### src/sv/i2cm_pkg.sv
// i2cm_pkg: types and constants shared by the I2C master bit engine.
// No dependencies; used by i2cm_csr, i2cm_seq and i2c_master_bit_engine.
`default_nettype none

package i2cm_pkg;

   // Command codes carried in the action field
   typedef enum logic [2:0] {
      ACT_NONE  = 3'd0,
      ACT_START = 3'd1,
      ACT_STOP  = 3'd2,
      ACT_WRITE = 3'd3,
      ACT_READ  = 3'd4,
      ACT_WACK  = 3'd5
   } action_type;

   // Bus sequencer phases
   typedef enum logic [3:0] {
      PH_IDLE,
      PH_START_A,
      PH_START_B,
      PH_STOP_PRE,
      PH_STOP_A,
      PH_STOP_B,
      PH_WR_SET,
      PH_WR_HIGH,
      PH_WR_LOW,
      PH_RD_LOW,
      PH_RD_HIGH,
      PH_ACK_LOW,
      PH_ACK_HIGH,
      PH_WA_LOW,
      PH_WA_HIGH
   } phase_type;

   localparam int unsigned BYTE_BITS  = 8;
   localparam int unsigned UNIT_W     = 16;
   localparam int unsigned POLL_W     = 8;
   localparam int unsigned UNITS_W    = 3;
   localparam int unsigned BIT_IDX_W  = 4;

   // Phase lengths in delay units
   localparam logic [UNITS_W-1:0] START_A_UNITS  = 3'd5;
   localparam logic [UNITS_W-1:0] START_B_UNITS  = 3'd6;
   localparam logic [UNITS_W-1:0] STOP_UNITS     = 3'd6;
   localparam logic [UNITS_W-1:0] WR_UNITS       = 3'd2;
   localparam logic [UNITS_W-1:0] RD_LOW_UNITS   = 3'd2;
   localparam logic [UNITS_W-1:0] RD_HIGH_UNITS  = 3'd1;
   localparam logic [UNITS_W-1:0] ACK_LOW_UNITS  = 3'd2;
   localparam logic [UNITS_W-1:0] ACK_HIGH_UNITS = 3'd5;
   localparam logic [UNITS_W-1:0] WA_UNITS       = 3'd1;

   localparam logic [UNIT_W-1:0] DELAY_UNIT_RESET = 16'd50;
   localparam logic [POLL_W-1:0] ACK_POLLS_RESET  = 8'd250;
   localparam logic [POLL_W-1:0] POLL_MAX         = 8'd255;

   // Register indexes on the configuration port
   localparam logic REG_DELAY_UNIT = 1'b0;
   localparam logic REG_ACK_POLLS  = 1'b1;

   typedef struct packed {
      logic [UNIT_W-1:0] delay_unit_ticks;
      logic [POLL_W-1:0] ack_timeout_polls;
   } cfg_type;

   typedef struct packed {
      logic [2:0]           action;
      logic [BYTE_BITS-1:0] tx_byte;
      logic                 send_ack;
      logic                 sda_in;
   } req_type;

   typedef struct packed {
      logic                 scl_level;
      logic                 sda_level;
      logic                 sda_drive;
      logic                 busy_res;
      logic                 done_res;
      logic [BYTE_BITS-1:0] rx_data;
      logic                 no_ack;
      logic                 rejected;
   } rsp_type;

endpackage

`default_nettype wire

### src/sv/i2cm_csr.sv
// i2cm_csr: APB-style register file holding delay unit and ack timeout.
// Depends on i2cm_pkg for cfg_type and register indexes.
`default_nettype none

module i2cm_csr (
   input  wire logic             clock,
   input  wire logic             reset,
   input  wire logic             csr_psel,
   input  wire logic             csr_penable,
   input  wire logic             csr_pwrite,
   input  wire logic [2:0]       csr_paddr,
   input  wire logic [31:0]      csr_pwdata,
   output logic      [31:0]      csr_prdata,
   output logic                  csr_pready,
   output i2cm_pkg::cfg_type     cfg
);

   logic [i2cm_pkg::UNIT_W-1:0] delay_unit_ff, delay_unit_in;
   logic [i2cm_pkg::POLL_W-1:0] ack_polls_ff, ack_polls_in;
   logic                        wr_en;
   logic                        reg_sel;

   assign csr_pready = 1'b1;
   assign wr_en      = csr_psel && csr_penable && csr_pwrite;
   assign reg_sel    = csr_paddr[2];

   // Write decode
   always_comb begin
      delay_unit_in = delay_unit_ff;
      ack_polls_in  = ack_polls_ff;
      if (wr_en) begin
         unique case (reg_sel)
            i2cm_pkg::REG_DELAY_UNIT: delay_unit_in = csr_pwdata[i2cm_pkg::UNIT_W-1:0];
            i2cm_pkg::REG_ACK_POLLS:  ack_polls_in  = csr_pwdata[i2cm_pkg::POLL_W-1:0];
            default:                  delay_unit_in = delay_unit_ff;
         endcase
      end
   end

   always_ff @(posedge clock) begin
      if (reset) begin
         delay_unit_ff <= i2cm_pkg::DELAY_UNIT_RESET;
         ack_polls_ff  <= i2cm_pkg::ACK_POLLS_RESET;
      end else begin
         delay_unit_ff <= delay_unit_in;
         ack_polls_ff  <= ack_polls_in;
      end
   end

   // Read mux
   always_comb begin
      unique case (reg_sel)
         i2cm_pkg::REG_DELAY_UNIT: csr_prdata = {16'd0, delay_unit_ff};
         i2cm_pkg::REG_ACK_POLLS:  csr_prdata = {24'd0, ack_polls_ff};
         default:                  csr_prdata = 32'd0;
      endcase
   end

   assign cfg.delay_unit_ticks  = delay_unit_ff;
   assign cfg.ack_timeout_polls = ack_polls_ff;

endmodule

`default_nettype wire

### src/sv/i2cm_seq.sv
// i2cm_seq: I2C bit sequencer state and its one-tick update.
// Depends on i2cm_pkg for phase codes, phase lengths and beat structs.
`default_nettype none

module i2cm_seq (
   input  wire logic              clock,
   input  wire logic              reset,
   input  wire logic              step,
   input  wire i2cm_pkg::req_type req,
   input  wire i2cm_pkg::cfg_type cfg,
   output i2cm_pkg::rsp_type      rsp
);

   localparam int unsigned BB = i2cm_pkg::BYTE_BITS;

   i2cm_pkg::phase_type                phase_ff, phase_in;
   logic [i2cm_pkg::UNIT_W-1:0]        cnt_ff, cnt_in;
   logic [i2cm_pkg::UNITS_W-1:0]       units_ff, units_in;
   logic [i2cm_pkg::BIT_IDX_W-1:0]     bit_ff, bit_in;
   logic [BB-1:0]                      shift_ff, shift_in;
   logic [i2cm_pkg::POLL_W-1:0]        poll_ff, poll_in;
   logic                               scl_ff, scl_in;
   logic                               sda_ff, sda_in;
   logic                               drv_ff, drv_in;
   logic                               ack_fail_ff, ack_fail_in;
   logic [BB-1:0]                      rx_ff, rx_in;
   logic                               ack_choice_ff, ack_choice_in;

   logic                               done;
   logic                               rej;
   logic [i2cm_pkg::UNIT_W-1:0]        lim;
   logic [i2cm_pkg::UNIT_W:0]          cnt_inc;
   logic [i2cm_pkg::UNITS_W-1:0]       units_dec;
   logic [i2cm_pkg::BIT_IDX_W-1:0]     bit_inc;
   logic [i2cm_pkg::POLL_W-1:0]        poll_inc;

   // Per-tick arithmetic
   always_comb begin
      lim       = (cfg.delay_unit_ticks == '0) ? {{(i2cm_pkg::UNIT_W-1){1'b0}}, 1'b1}
                                               : cfg.delay_unit_ticks;
      cnt_inc   = {1'b0, cnt_ff} + {{i2cm_pkg::UNIT_W{1'b0}}, 1'b1};
      units_dec = (units_ff != '0) ? units_ff - 1'b1 : units_ff;
      bit_inc   = bit_ff + 1'b1;
      poll_inc  = (poll_ff < i2cm_pkg::POLL_MAX) ? poll_ff + 1'b1 : poll_ff;
   end

   // Next-state logic
   always_comb begin
      phase_in      = phase_ff;
      cnt_in        = cnt_ff;
      units_in      = units_ff;
      bit_in        = bit_ff;
      shift_in      = shift_ff;
      poll_in       = poll_ff;
      scl_in        = scl_ff;
      sda_in        = sda_ff;
      drv_in        = drv_ff;
      ack_fail_in   = ack_fail_ff;
      rx_in         = rx_ff;
      ack_choice_in = ack_choice_ff;
      done          = 1'b0;
      rej           = 1'b0;

      if (phase_ff != i2cm_pkg::PH_IDLE) begin
         rej = (req.action >= i2cm_pkg::ACT_START) && (req.action <= i2cm_pkg::ACT_WACK);
         if (phase_ff == i2cm_pkg::PH_STOP_PRE) begin
            scl_in   = 1'b1;
            phase_in = i2cm_pkg::PH_STOP_A;
            units_in = i2cm_pkg::STOP_UNITS;
            cnt_in   = '0;
         end else if (cnt_inc < {1'b0, lim}) begin
            cnt_in = cnt_inc[i2cm_pkg::UNIT_W-1:0];
         end else begin
            cnt_in   = '0;
            units_in = units_dec;
            if (units_dec == '0) begin
               unique case (phase_ff)
                  i2cm_pkg::PH_START_A: begin
                     sda_in   = 1'b0;
                     phase_in = i2cm_pkg::PH_START_B;
                     units_in = i2cm_pkg::START_B_UNITS;
                  end
                  i2cm_pkg::PH_START_B: begin
                     scl_in   = 1'b0;
                     phase_in = i2cm_pkg::PH_IDLE;
                     done     = 1'b1;
                  end
                  i2cm_pkg::PH_STOP_A: begin
                     sda_in   = 1'b1;
                     phase_in = i2cm_pkg::PH_STOP_B;
                     units_in = i2cm_pkg::STOP_UNITS;
                  end
                  i2cm_pkg::PH_STOP_B: begin
                     phase_in = i2cm_pkg::PH_IDLE;
                     done     = 1'b1;
                  end
                  i2cm_pkg::PH_WR_SET: begin
                     scl_in   = 1'b1;
                     phase_in = i2cm_pkg::PH_WR_HIGH;
                     units_in = i2cm_pkg::WR_UNITS;
                  end
                  i2cm_pkg::PH_WR_HIGH: begin
                     scl_in   = 1'b0;
                     phase_in = i2cm_pkg::PH_WR_LOW;
                     units_in = i2cm_pkg::WR_UNITS;
                  end
                  i2cm_pkg::PH_WR_LOW: begin
                     bit_in = bit_inc;
                     if (bit_inc >= i2cm_pkg::BIT_IDX_W'(BB)) begin
                        phase_in = i2cm_pkg::PH_IDLE;
                        done     = 1'b1;
                     end else begin
                        sda_in   = shift_ff[BB-1];
                        shift_in = {shift_ff[BB-2:0], 1'b0};
                        phase_in = i2cm_pkg::PH_WR_SET;
                        units_in = i2cm_pkg::WR_UNITS;
                     end
                  end
                  i2cm_pkg::PH_RD_LOW: begin
                     scl_in   = 1'b1;
                     shift_in = {shift_ff[BB-2:0], req.sda_in};
                     phase_in = i2cm_pkg::PH_RD_HIGH;
                     units_in = i2cm_pkg::RD_HIGH_UNITS;
                  end
                  i2cm_pkg::PH_RD_HIGH: begin
                     bit_in = bit_inc;
                     scl_in = 1'b0;
                     if (bit_inc < i2cm_pkg::BIT_IDX_W'(BB)) begin
                        phase_in = i2cm_pkg::PH_RD_LOW;
                        units_in = i2cm_pkg::RD_LOW_UNITS;
                     end else begin
                        rx_in    = shift_ff;
                        drv_in   = 1'b1;
                        sda_in   = !ack_choice_ff;
                        phase_in = i2cm_pkg::PH_ACK_LOW;
                        units_in = i2cm_pkg::ACK_LOW_UNITS;
                     end
                  end
                  i2cm_pkg::PH_ACK_LOW: begin
                     scl_in   = 1'b1;
                     phase_in = i2cm_pkg::PH_ACK_HIGH;
                     units_in = i2cm_pkg::ACK_HIGH_UNITS;
                  end
                  i2cm_pkg::PH_ACK_HIGH: begin
                     scl_in   = 1'b0;
                     phase_in = i2cm_pkg::PH_IDLE;
                     done     = 1'b1;
                  end
                  i2cm_pkg::PH_WA_LOW: begin
                     scl_in   = 1'b1;
                     phase_in = i2cm_pkg::PH_WA_HIGH;
                     units_in = i2cm_pkg::WA_UNITS;
                  end
                  i2cm_pkg::PH_WA_HIGH: begin
                     if (!req.sda_in) begin
                        // slave pulled SDA low: acknowledged
                        scl_in   = 1'b0;
                        phase_in = i2cm_pkg::PH_IDLE;
                        done     = 1'b1;
                     end else begin
                        poll_in = poll_inc;
                        if (poll_inc >= cfg.ack_timeout_polls) begin
                           // give up and put a stop on the bus
                           ack_fail_in = 1'b1;
                           drv_in      = 1'b1;
                           scl_in      = 1'b0;
                           sda_in      = 1'b0;
                           phase_in    = i2cm_pkg::PH_STOP_PRE;
                           units_in    = '0;
                        end else begin
                           phase_in = i2cm_pkg::PH_WA_HIGH;
                           units_in = i2cm_pkg::WA_UNITS;
                        end
                     end
                  end
                  default: begin
                     phase_in = i2cm_pkg::PH_IDLE;
                     units_in = '0;
                  end
               endcase
            end
         end
      end else begin
         // Idle: take a new command
         unique case (req.action)
            i2cm_pkg::ACT_START: begin
               drv_in   = 1'b1;
               sda_in   = 1'b1;
               scl_in   = 1'b1;
               phase_in = i2cm_pkg::PH_START_A;
               units_in = i2cm_pkg::START_A_UNITS;
               cnt_in   = '0;
            end
            i2cm_pkg::ACT_STOP: begin
               drv_in   = 1'b1;
               scl_in   = 1'b0;
               sda_in   = 1'b0;
               phase_in = i2cm_pkg::PH_STOP_PRE;
               units_in = '0;
               cnt_in   = '0;
            end
            i2cm_pkg::ACT_WRITE: begin
               drv_in   = 1'b1;
               scl_in   = 1'b0;
               bit_in   = '0;
               sda_in   = req.tx_byte[BB-1];
               shift_in = {req.tx_byte[BB-2:0], 1'b0};
               phase_in = i2cm_pkg::PH_WR_SET;
               units_in = i2cm_pkg::WR_UNITS;
               cnt_in   = '0;
            end
            i2cm_pkg::ACT_READ: begin
               drv_in        = 1'b0;
               scl_in        = 1'b0;
               bit_in        = '0;
               shift_in      = '0;
               ack_choice_in = req.send_ack;
               phase_in      = i2cm_pkg::PH_RD_LOW;
               units_in      = i2cm_pkg::RD_LOW_UNITS;
               cnt_in        = '0;
            end
            i2cm_pkg::ACT_WACK: begin
               drv_in      = 1'b0;
               sda_in      = 1'b1;
               poll_in     = '0;
               ack_fail_in = 1'b0;
               phase_in    = i2cm_pkg::PH_WA_LOW;
               units_in    = i2cm_pkg::WA_UNITS;
               cnt_in      = '0;
            end
            default: phase_in = i2cm_pkg::PH_IDLE;
         endcase
      end
   end

   // Result beat: state after this tick
   always_comb begin
      rsp.scl_level = scl_in;
      rsp.sda_level = sda_in;
      rsp.sda_drive = drv_in;
      rsp.busy_res  = (phase_in != i2cm_pkg::PH_IDLE);
      rsp.done_res  = done;
      rsp.rx_data   = rx_in;
      rsp.no_ack    = ack_fail_in;
      rsp.rejected  = rej;
   end

   always_ff @(posedge clock) begin
      if (reset) begin
         phase_ff      <= i2cm_pkg::PH_IDLE;
         cnt_ff        <= '0;
         units_ff      <= '0;
         bit_ff        <= '0;
         shift_ff      <= '0;
         poll_ff       <= '0;
         scl_ff        <= 1'b1;
         sda_ff        <= 1'b1;
         drv_ff        <= 1'b1;
         ack_fail_ff   <= 1'b0;
         rx_ff         <= '0;
         ack_choice_ff <= 1'b0;
      end else if (step) begin
         phase_ff      <= phase_in;
         cnt_ff        <= cnt_in;
         units_ff      <= units_in;
         bit_ff        <= bit_in;
         shift_ff      <= shift_in;
         poll_ff       <= poll_in;
         scl_ff        <= scl_in;
         sda_ff        <= sda_in;
         drv_ff        <= drv_in;
         ack_fail_ff   <= ack_fail_in;
         rx_ff         <= rx_in;
         ack_choice_ff <= ack_choice_in;
      end
   end

endmodule

`default_nettype wire

### src/sv/i2c_master_bit_engine.sv
// Bit-level I2C master. Every req beat is one bus tick carrying an optional command
// (none, start, stop, write byte, read byte, wait acknowledge) and the sampled SDA
// level; every tick returns exactly one rsp beat with the SCL/SDA/drive levels, busy,
// done, the last received byte, the no-ack flag and a rejected flag for commands that
// arrive while busy. One beat is taken per clock while the rsp side does not stall;
// a beat passes an input register, the sequencer update and a result register, and
// rsp_tvalid rises when the result register loads. Phase lengths count in units of
// delay_unit_ticks ticks (register 0, 0 acts as 1); the acknowledge wait gives up
// after ack_timeout_polls high polls (register 1) and then issues a stop itself.
// Depends on i2cm_pkg, i2cm_csr and i2cm_seq.
`default_nettype none

module i2c_master_bit_engine (
   input  wire logic        clock,
   input  wire logic        reset,
   // req beat: tdata = action[2:0], tx_byte[10:3], send_ack[11], sda_in[12], zero pad
   input  wire logic        req_tvalid,
   output logic             req_tready,
   input  wire logic [15:0] req_tdata,
   // rsp beat: tdata = scl_level[0], sda_level[1], sda_drive[2], busy_res[3],
   // done_res[4], rx_data[12:5], no_ack[13], rejected[14], zero pad
   output logic             rsp_tvalid,
   input  wire logic        rsp_tready,
   output logic [15:0]      rsp_tdata,
   // configuration port
   input  wire logic        csr_psel,
   input  wire logic        csr_penable,
   input  wire logic        csr_pwrite,
   input  wire logic [2:0]  csr_paddr,
   input  wire logic [31:0] csr_pwdata,
   output logic      [31:0] csr_prdata,
   output logic             csr_pready
);

   i2cm_pkg::cfg_type cfg;
   i2cm_pkg::req_type req_ff, req_in;
   i2cm_pkg::rsp_type rsp_next;
   i2cm_pkg::rsp_type rsp_ff, rsp_in;
   logic              req_valid_ff, req_valid_in;
   logic              rsp_valid_ff, rsp_valid_in;
   logic              step;
   logic              req_take;

   i2cm_csr u_csr (
      .clock       (clock),
      .reset       (reset),
      .csr_psel    (csr_psel),
      .csr_penable (csr_penable),
      .csr_pwrite  (csr_pwrite),
      .csr_paddr   (csr_paddr),
      .csr_pwdata  (csr_pwdata),
      .csr_prdata  (csr_prdata),
      .csr_pready  (csr_pready),
      .cfg         (cfg)
   );

   i2cm_seq u_seq (
      .clock (clock),
      .reset (reset),
      .step  (step),
      .req   (req_ff),
      .cfg   (cfg),
      .rsp   (rsp_next)
   );

   // Handshake: the input register drains whenever the result register can load
   assign step       = req_valid_ff && (!rsp_valid_ff || rsp_tready);
   assign req_tready = !req_valid_ff || step;
   assign req_take   = req_tvalid && req_tready;

   always_comb begin
      req_in.action   = req_tdata[2:0];
      req_in.tx_byte  = req_tdata[10:3];
      req_in.send_ack = req_tdata[11];
      req_in.sda_in   = req_tdata[12];
      req_valid_in    = req_take ? 1'b1 : (step ? 1'b0 : req_valid_ff);
      rsp_valid_in    = step ? 1'b1 : (rsp_tready ? 1'b0 : rsp_valid_ff);
      rsp_in          = step ? rsp_next : rsp_ff;
   end

   // Control state
   always_ff @(posedge clock) begin
      if (reset) begin
         req_valid_ff <= 1'b0;
         rsp_valid_ff <= 1'b0;
      end else begin
         req_valid_ff <= req_valid_in;
         rsp_valid_ff <= rsp_valid_in;
      end
   end

   // Payload registers
   always_ff @(posedge clock) begin
      if (req_take) begin
         req_ff <= req_in;
      end
      rsp_ff <= rsp_in;
   end

   assign rsp_tvalid = rsp_valid_ff;
   assign rsp_tdata  = {1'b0, rsp_ff.rejected, rsp_ff.no_ack, rsp_ff.rx_data,
                        rsp_ff.done_res, rsp_ff.busy_res, rsp_ff.sda_drive,
                        rsp_ff.sda_level, rsp_ff.scl_level};

endmodule

`default_nettype wire

### config.mk
export PLATFORM = sky130hd
export DESIGN_NAME = i2c_master_bit_engine
export DESIGN_NICKNAME = d
export VERILOG_FILES = /design/src/sv/i2cm_pkg.sv /design/src/sv/i2cm_csr.sv /design/src/sv/i2cm_seq.sv /design/src/sv/i2c_master_bit_engine.sv
export SDC_FILE = /design/constraint.sdc
export NUM_CORES = 1
export LEC_CHECK = 0
export CELL_PAD_IN_SITES_DETAIL_PLACEMENT = 1
export CELL_PAD_IN_SITES_GLOBAL_PLACEMENT = 1
export CORE_UTILIZATION = 45
export CTS_CLUSTER_SIZE = 28
export DETAILED_ROUTE_END_ITERATION = 8
export DONT_BUFFER_PORTS = 1
export GPL_TIMING_DRIVEN = 0
export MAX_ROUTING_LAYER = met4
export PLACE_DENSITY_LB_ADDON = 0.15
export SLEW_MARGIN = 15
export SYNTH_ARGS = -nofsm -noshare
export SYNTH_HDL_FRONTEND = slang
export SYNTH_SLANG_ARGS = --single-unit
### constraint.sdc
create_clock -name clock -period 7.9 [get_ports clock]
set_clock_uncertainty 0.2 [all_clocks]
set_input_delay 2.37 -clock clock [delete_from_list [all_inputs] [get_ports clock]]
set_output_delay 2.37 -clock clock [all_outputs]
set_load 0.05 [all_outputs]
==> impl_metrics.toml <==
[routing]
drt-pass1-iter-count = 4
drcViolationCount = 0
via_per_inst = 6.07
via_count = 6017
ant_nets = 0
wl_per_cell_um = 20.5
drt_iter0_markers = 387
totalWireLength_mm = 20.3

[cts]
insertion_delay_ns = 0.36
numCtsBuffers = 9
postCtsSetupRepairBufs = 0
clockBufferDepth = 2
cts_resized = 0
path_clk_slew_ns = 0.07
htreeDepth = 3
cts-root-buf = "clkbuf_16"
ctsHoldBuffers = 0
cts_tree = "yes"
clock_sinks = 110

[synthesis]
netlist_area_um2 = 6590
ys_seq_area_share_pct = 37.7
yosysWarnings = 0
synth_commonest_cells = "88 x nand2_1, 82 x dfxtp_1, 80 x nor2_1"
synthTopCellsByArea = "dfxtp_1 25%, edfxtp_1 13%, ha_1 5.3%"
yosys.cell_types.count = 79
synth_top_flop_cell = "dfxtp_1"
synth_top_area_share_pct = 24.9
synth.ff_latch_count = 110
avgSynthCellArea_um2 = 8.45
synth_edf_count = 28
synth.most_common_cell = "nand2_1"
async_reset_ff_share_pct = 0
synth_cells = 780
yosys.area.top_type = "dfxtp_1"

[cells_and_area]
final_nets = 893
area_growth_pct = 8.64
final_cells = 992
nFillCells = 1732
antennaDiodeCount = 0
fin_util_pct = 50.8
layout-drive-gt1-share_pct = 10.7

[critical_path]
critPathLaunch = "csr_paddr[2]"
r2r-start = "u_seq.cnt_ff[2]"
critPathBufInv = 2
path_common_cell = "clkbuf_1"
cp.depth = 4
worst_ep_required_time_ns = 5.33
cp_max_fo = 10
cp-end-kind = "output port"
r2r_slack_ns = 3.04
crit_slowest_cell = "o21ai_1"
arrival_ns = 3.72
path_cells = "clkbuf_1 > clkbuf_1 > nand2_1 > o21ai_1"
crit_end = "csr_prdata[7]"
crit_type = "primary input to output port"
r2r_end = "rsp_tdata[11]"
rr_worst_depth = 14
crit_family = "buffers and inverters"
start_kind = "primary input"
cp_slowest_stage_delay_ns = 0.56

[power_and_ir_drop]
p_int_w = 0.000886
p_clk_share_pct = 33.6
power.net_switching_w = 0.000426
total_power_w = 0.00131
peakVddDrop_mv = 0.112
pwr-share-seq_pct = 47.8
switching_share_pct = 32.5
powerDensity_nw_per_um2 = 183
p_comb_share_pct = 18.6
p_leak_nw = 2.80

[floorplan]
die_x_um = 123
dieHeight_um = 123
start_util_pct = 46.7
core_area_um2 = 14100
pin_count = 109
dieArea_um2 = 15100
rows = 43

[global_routing]
track_usage_pct = 28.9
grt-ovfl-total = 0
grt_start_max_net_pins = 25
grt_pass1_vias = 6001
grt_pass1_wl_mm = 32.3
antenna_found_initial = 0

[timing]
final_hold_viol_count = 0
worst_pin_slew_ns = 1.04
final-setup-viol-count = 0
grt_setup_unrepaired = "no"
timing.final.crit_share_pct = 79.6
finalSetupTns_ns = 0
slew_violations = 0
relSlewSlack_pct = 30.1
fmax_ghz = 0.159
period_minus_slack_ns = 6.29

[run_status]
status = "complete, no violations"

[hold_path]
hold_class = "flip-flop to flip-flop"

[place]
dp_cells = 976
gp_congestion = 0.895
numPortBuffers = 0
dp.final_hpwl_mm = 15.3

[job]
drv_cap = 0
## sequential cells by signal, summed over array words and instances (netlist names), 3 cells and up
name and flops:
u_csr.delay_unit_ff 16, u_seq.cnt_ff 16, rsp_tdata 15, req_ff 13, u_csr.ack_polls_ff 8, u_seq.poll_ff 8, u_seq.rx_ff 8, u_seq.shift_ff 8
u_seq.bit_ff 4, u_seq.phase_ff 4, u_seq.units_ff 3
## worst reg2reg max path: cells and delay by family, from the launching register on
| family | cells | cell delay, ns |
|---|---|---|
| simple gates | 8 | 2.14 |
| buf+inv | 2 | 0.57 |
| flops | 1 | 0.47 |
| mux | 1 | 0.40 |
| compound gates | 1 | 0.36 |
| fa+ha+maj | 1 | 0.30 |
| xor+xnor | 1 | 0.17 |
## cells in the final DEF, fill, tap and decap left out, drive strengths merged, types with 7 or more instances in the layout
cell type  count
nand2         89
nor4           7
mux2          14
and3           7
edfxtp        28
dfxtp         82
xnor2         11
a311oi         9
ha            28
and2          10
inv           38
nor3          20
nand3         24
o21ai         43
a211oi        12
nor2          82
nand3b         8
a22oi         10
xor2           9
mux2i         15
a211o         11
a21oi         70
conb          18
buf           28
nor2b          7
clkbuf        45
nand4         16
## power by group through the flow
stage	logic, W	clock network (W)	registers, W
final	0.000243	0.000441	0.000628
after global routing	0.000262	0.000474	0.000630
after CTS	0.000240	0.000449	0.000628
after detailed placement	0.000238	0	0.000641
after global placement	0.000231	0	0.000639
after floorplan	0.000178	0	0.000635
## per-layer routing
metal	wire, um	vias up	GRT usage, %	part of all wire [%]
met1	9070	2982	37.6	45
met3	1020	25	3.87	5.0
met5	0	-	-	0
met4	344	0	9.56	1.7
li1	-	2836	-	-
met2	9870	174	46.5	49
## logic make-up after synthesis
kind of cell               after synthesis  share of synthesized area (%)
adders and majority gates               28                           5.32
muxes                                   29                           4.67
buffers and inverters                   99                           7.71
other                                    2                          0.114
DFF                                    110                           37.7
xor gates and xnor gates                20                           2.66
AOI/OAI and AO/OA                      201                           19.9
and+or+nand+nor                        291                           22.0
## area by class of cell
type | instances | area (um^2) | share of cell area (%)
multi-input combinational | 587 | 3660 | 51.1
sequential | 110 | 2480 | 34.7
buffer | 63 | 374 | 5.23
clock buffer | 10 | 229 | 3.20
tap | 180 | 225 | 3.15
inverter | 36 | 135 | 1.89
clock inverter | 6 | 53.8 | 0.752
## metrics by stage
step           setup WS [ns]  cell area (um^2)  hold slack, ns
2_1_floorplan           1.49              6650           0.247
3_3_place_gp            1.26              6870           0.258
3_5_place_dp            1.58              6870           0.269
4_1_cts                 1.59              7160           0.282
5_1_grt                 1.47              7160           0.300
6_report                1.61              7160           0.280
## worst min path at each step
stage | start | endpoint | slack (ns) | depth (start not counted)
CTS | u_csr.delay_unit_ff[15] | u_csr.delay_unit_ff[15] | 0.28 | 2
detailed placement | u_csr.delay_unit_ff[6] | u_csr.delay_unit_ff[6] | 0.27 | 2
global route | u_csr.delay_unit_ff[11] | u_csr.delay_unit_ff[11] | 0.30 | 2
floorplan | u_csr.delay_unit_ff[15] | u_csr.delay_unit_ff[15] | 0.25 | 2
finish | u_csr.delay_unit_ff[12] | u_csr.delay_unit_ff[12] | 0.28 | 2
global placement | u_seq.ack_fail_ff | u_seq.ack_fail_ff | 0.26 | 2
Note: power is estimated with default switching activity, not from simulation.
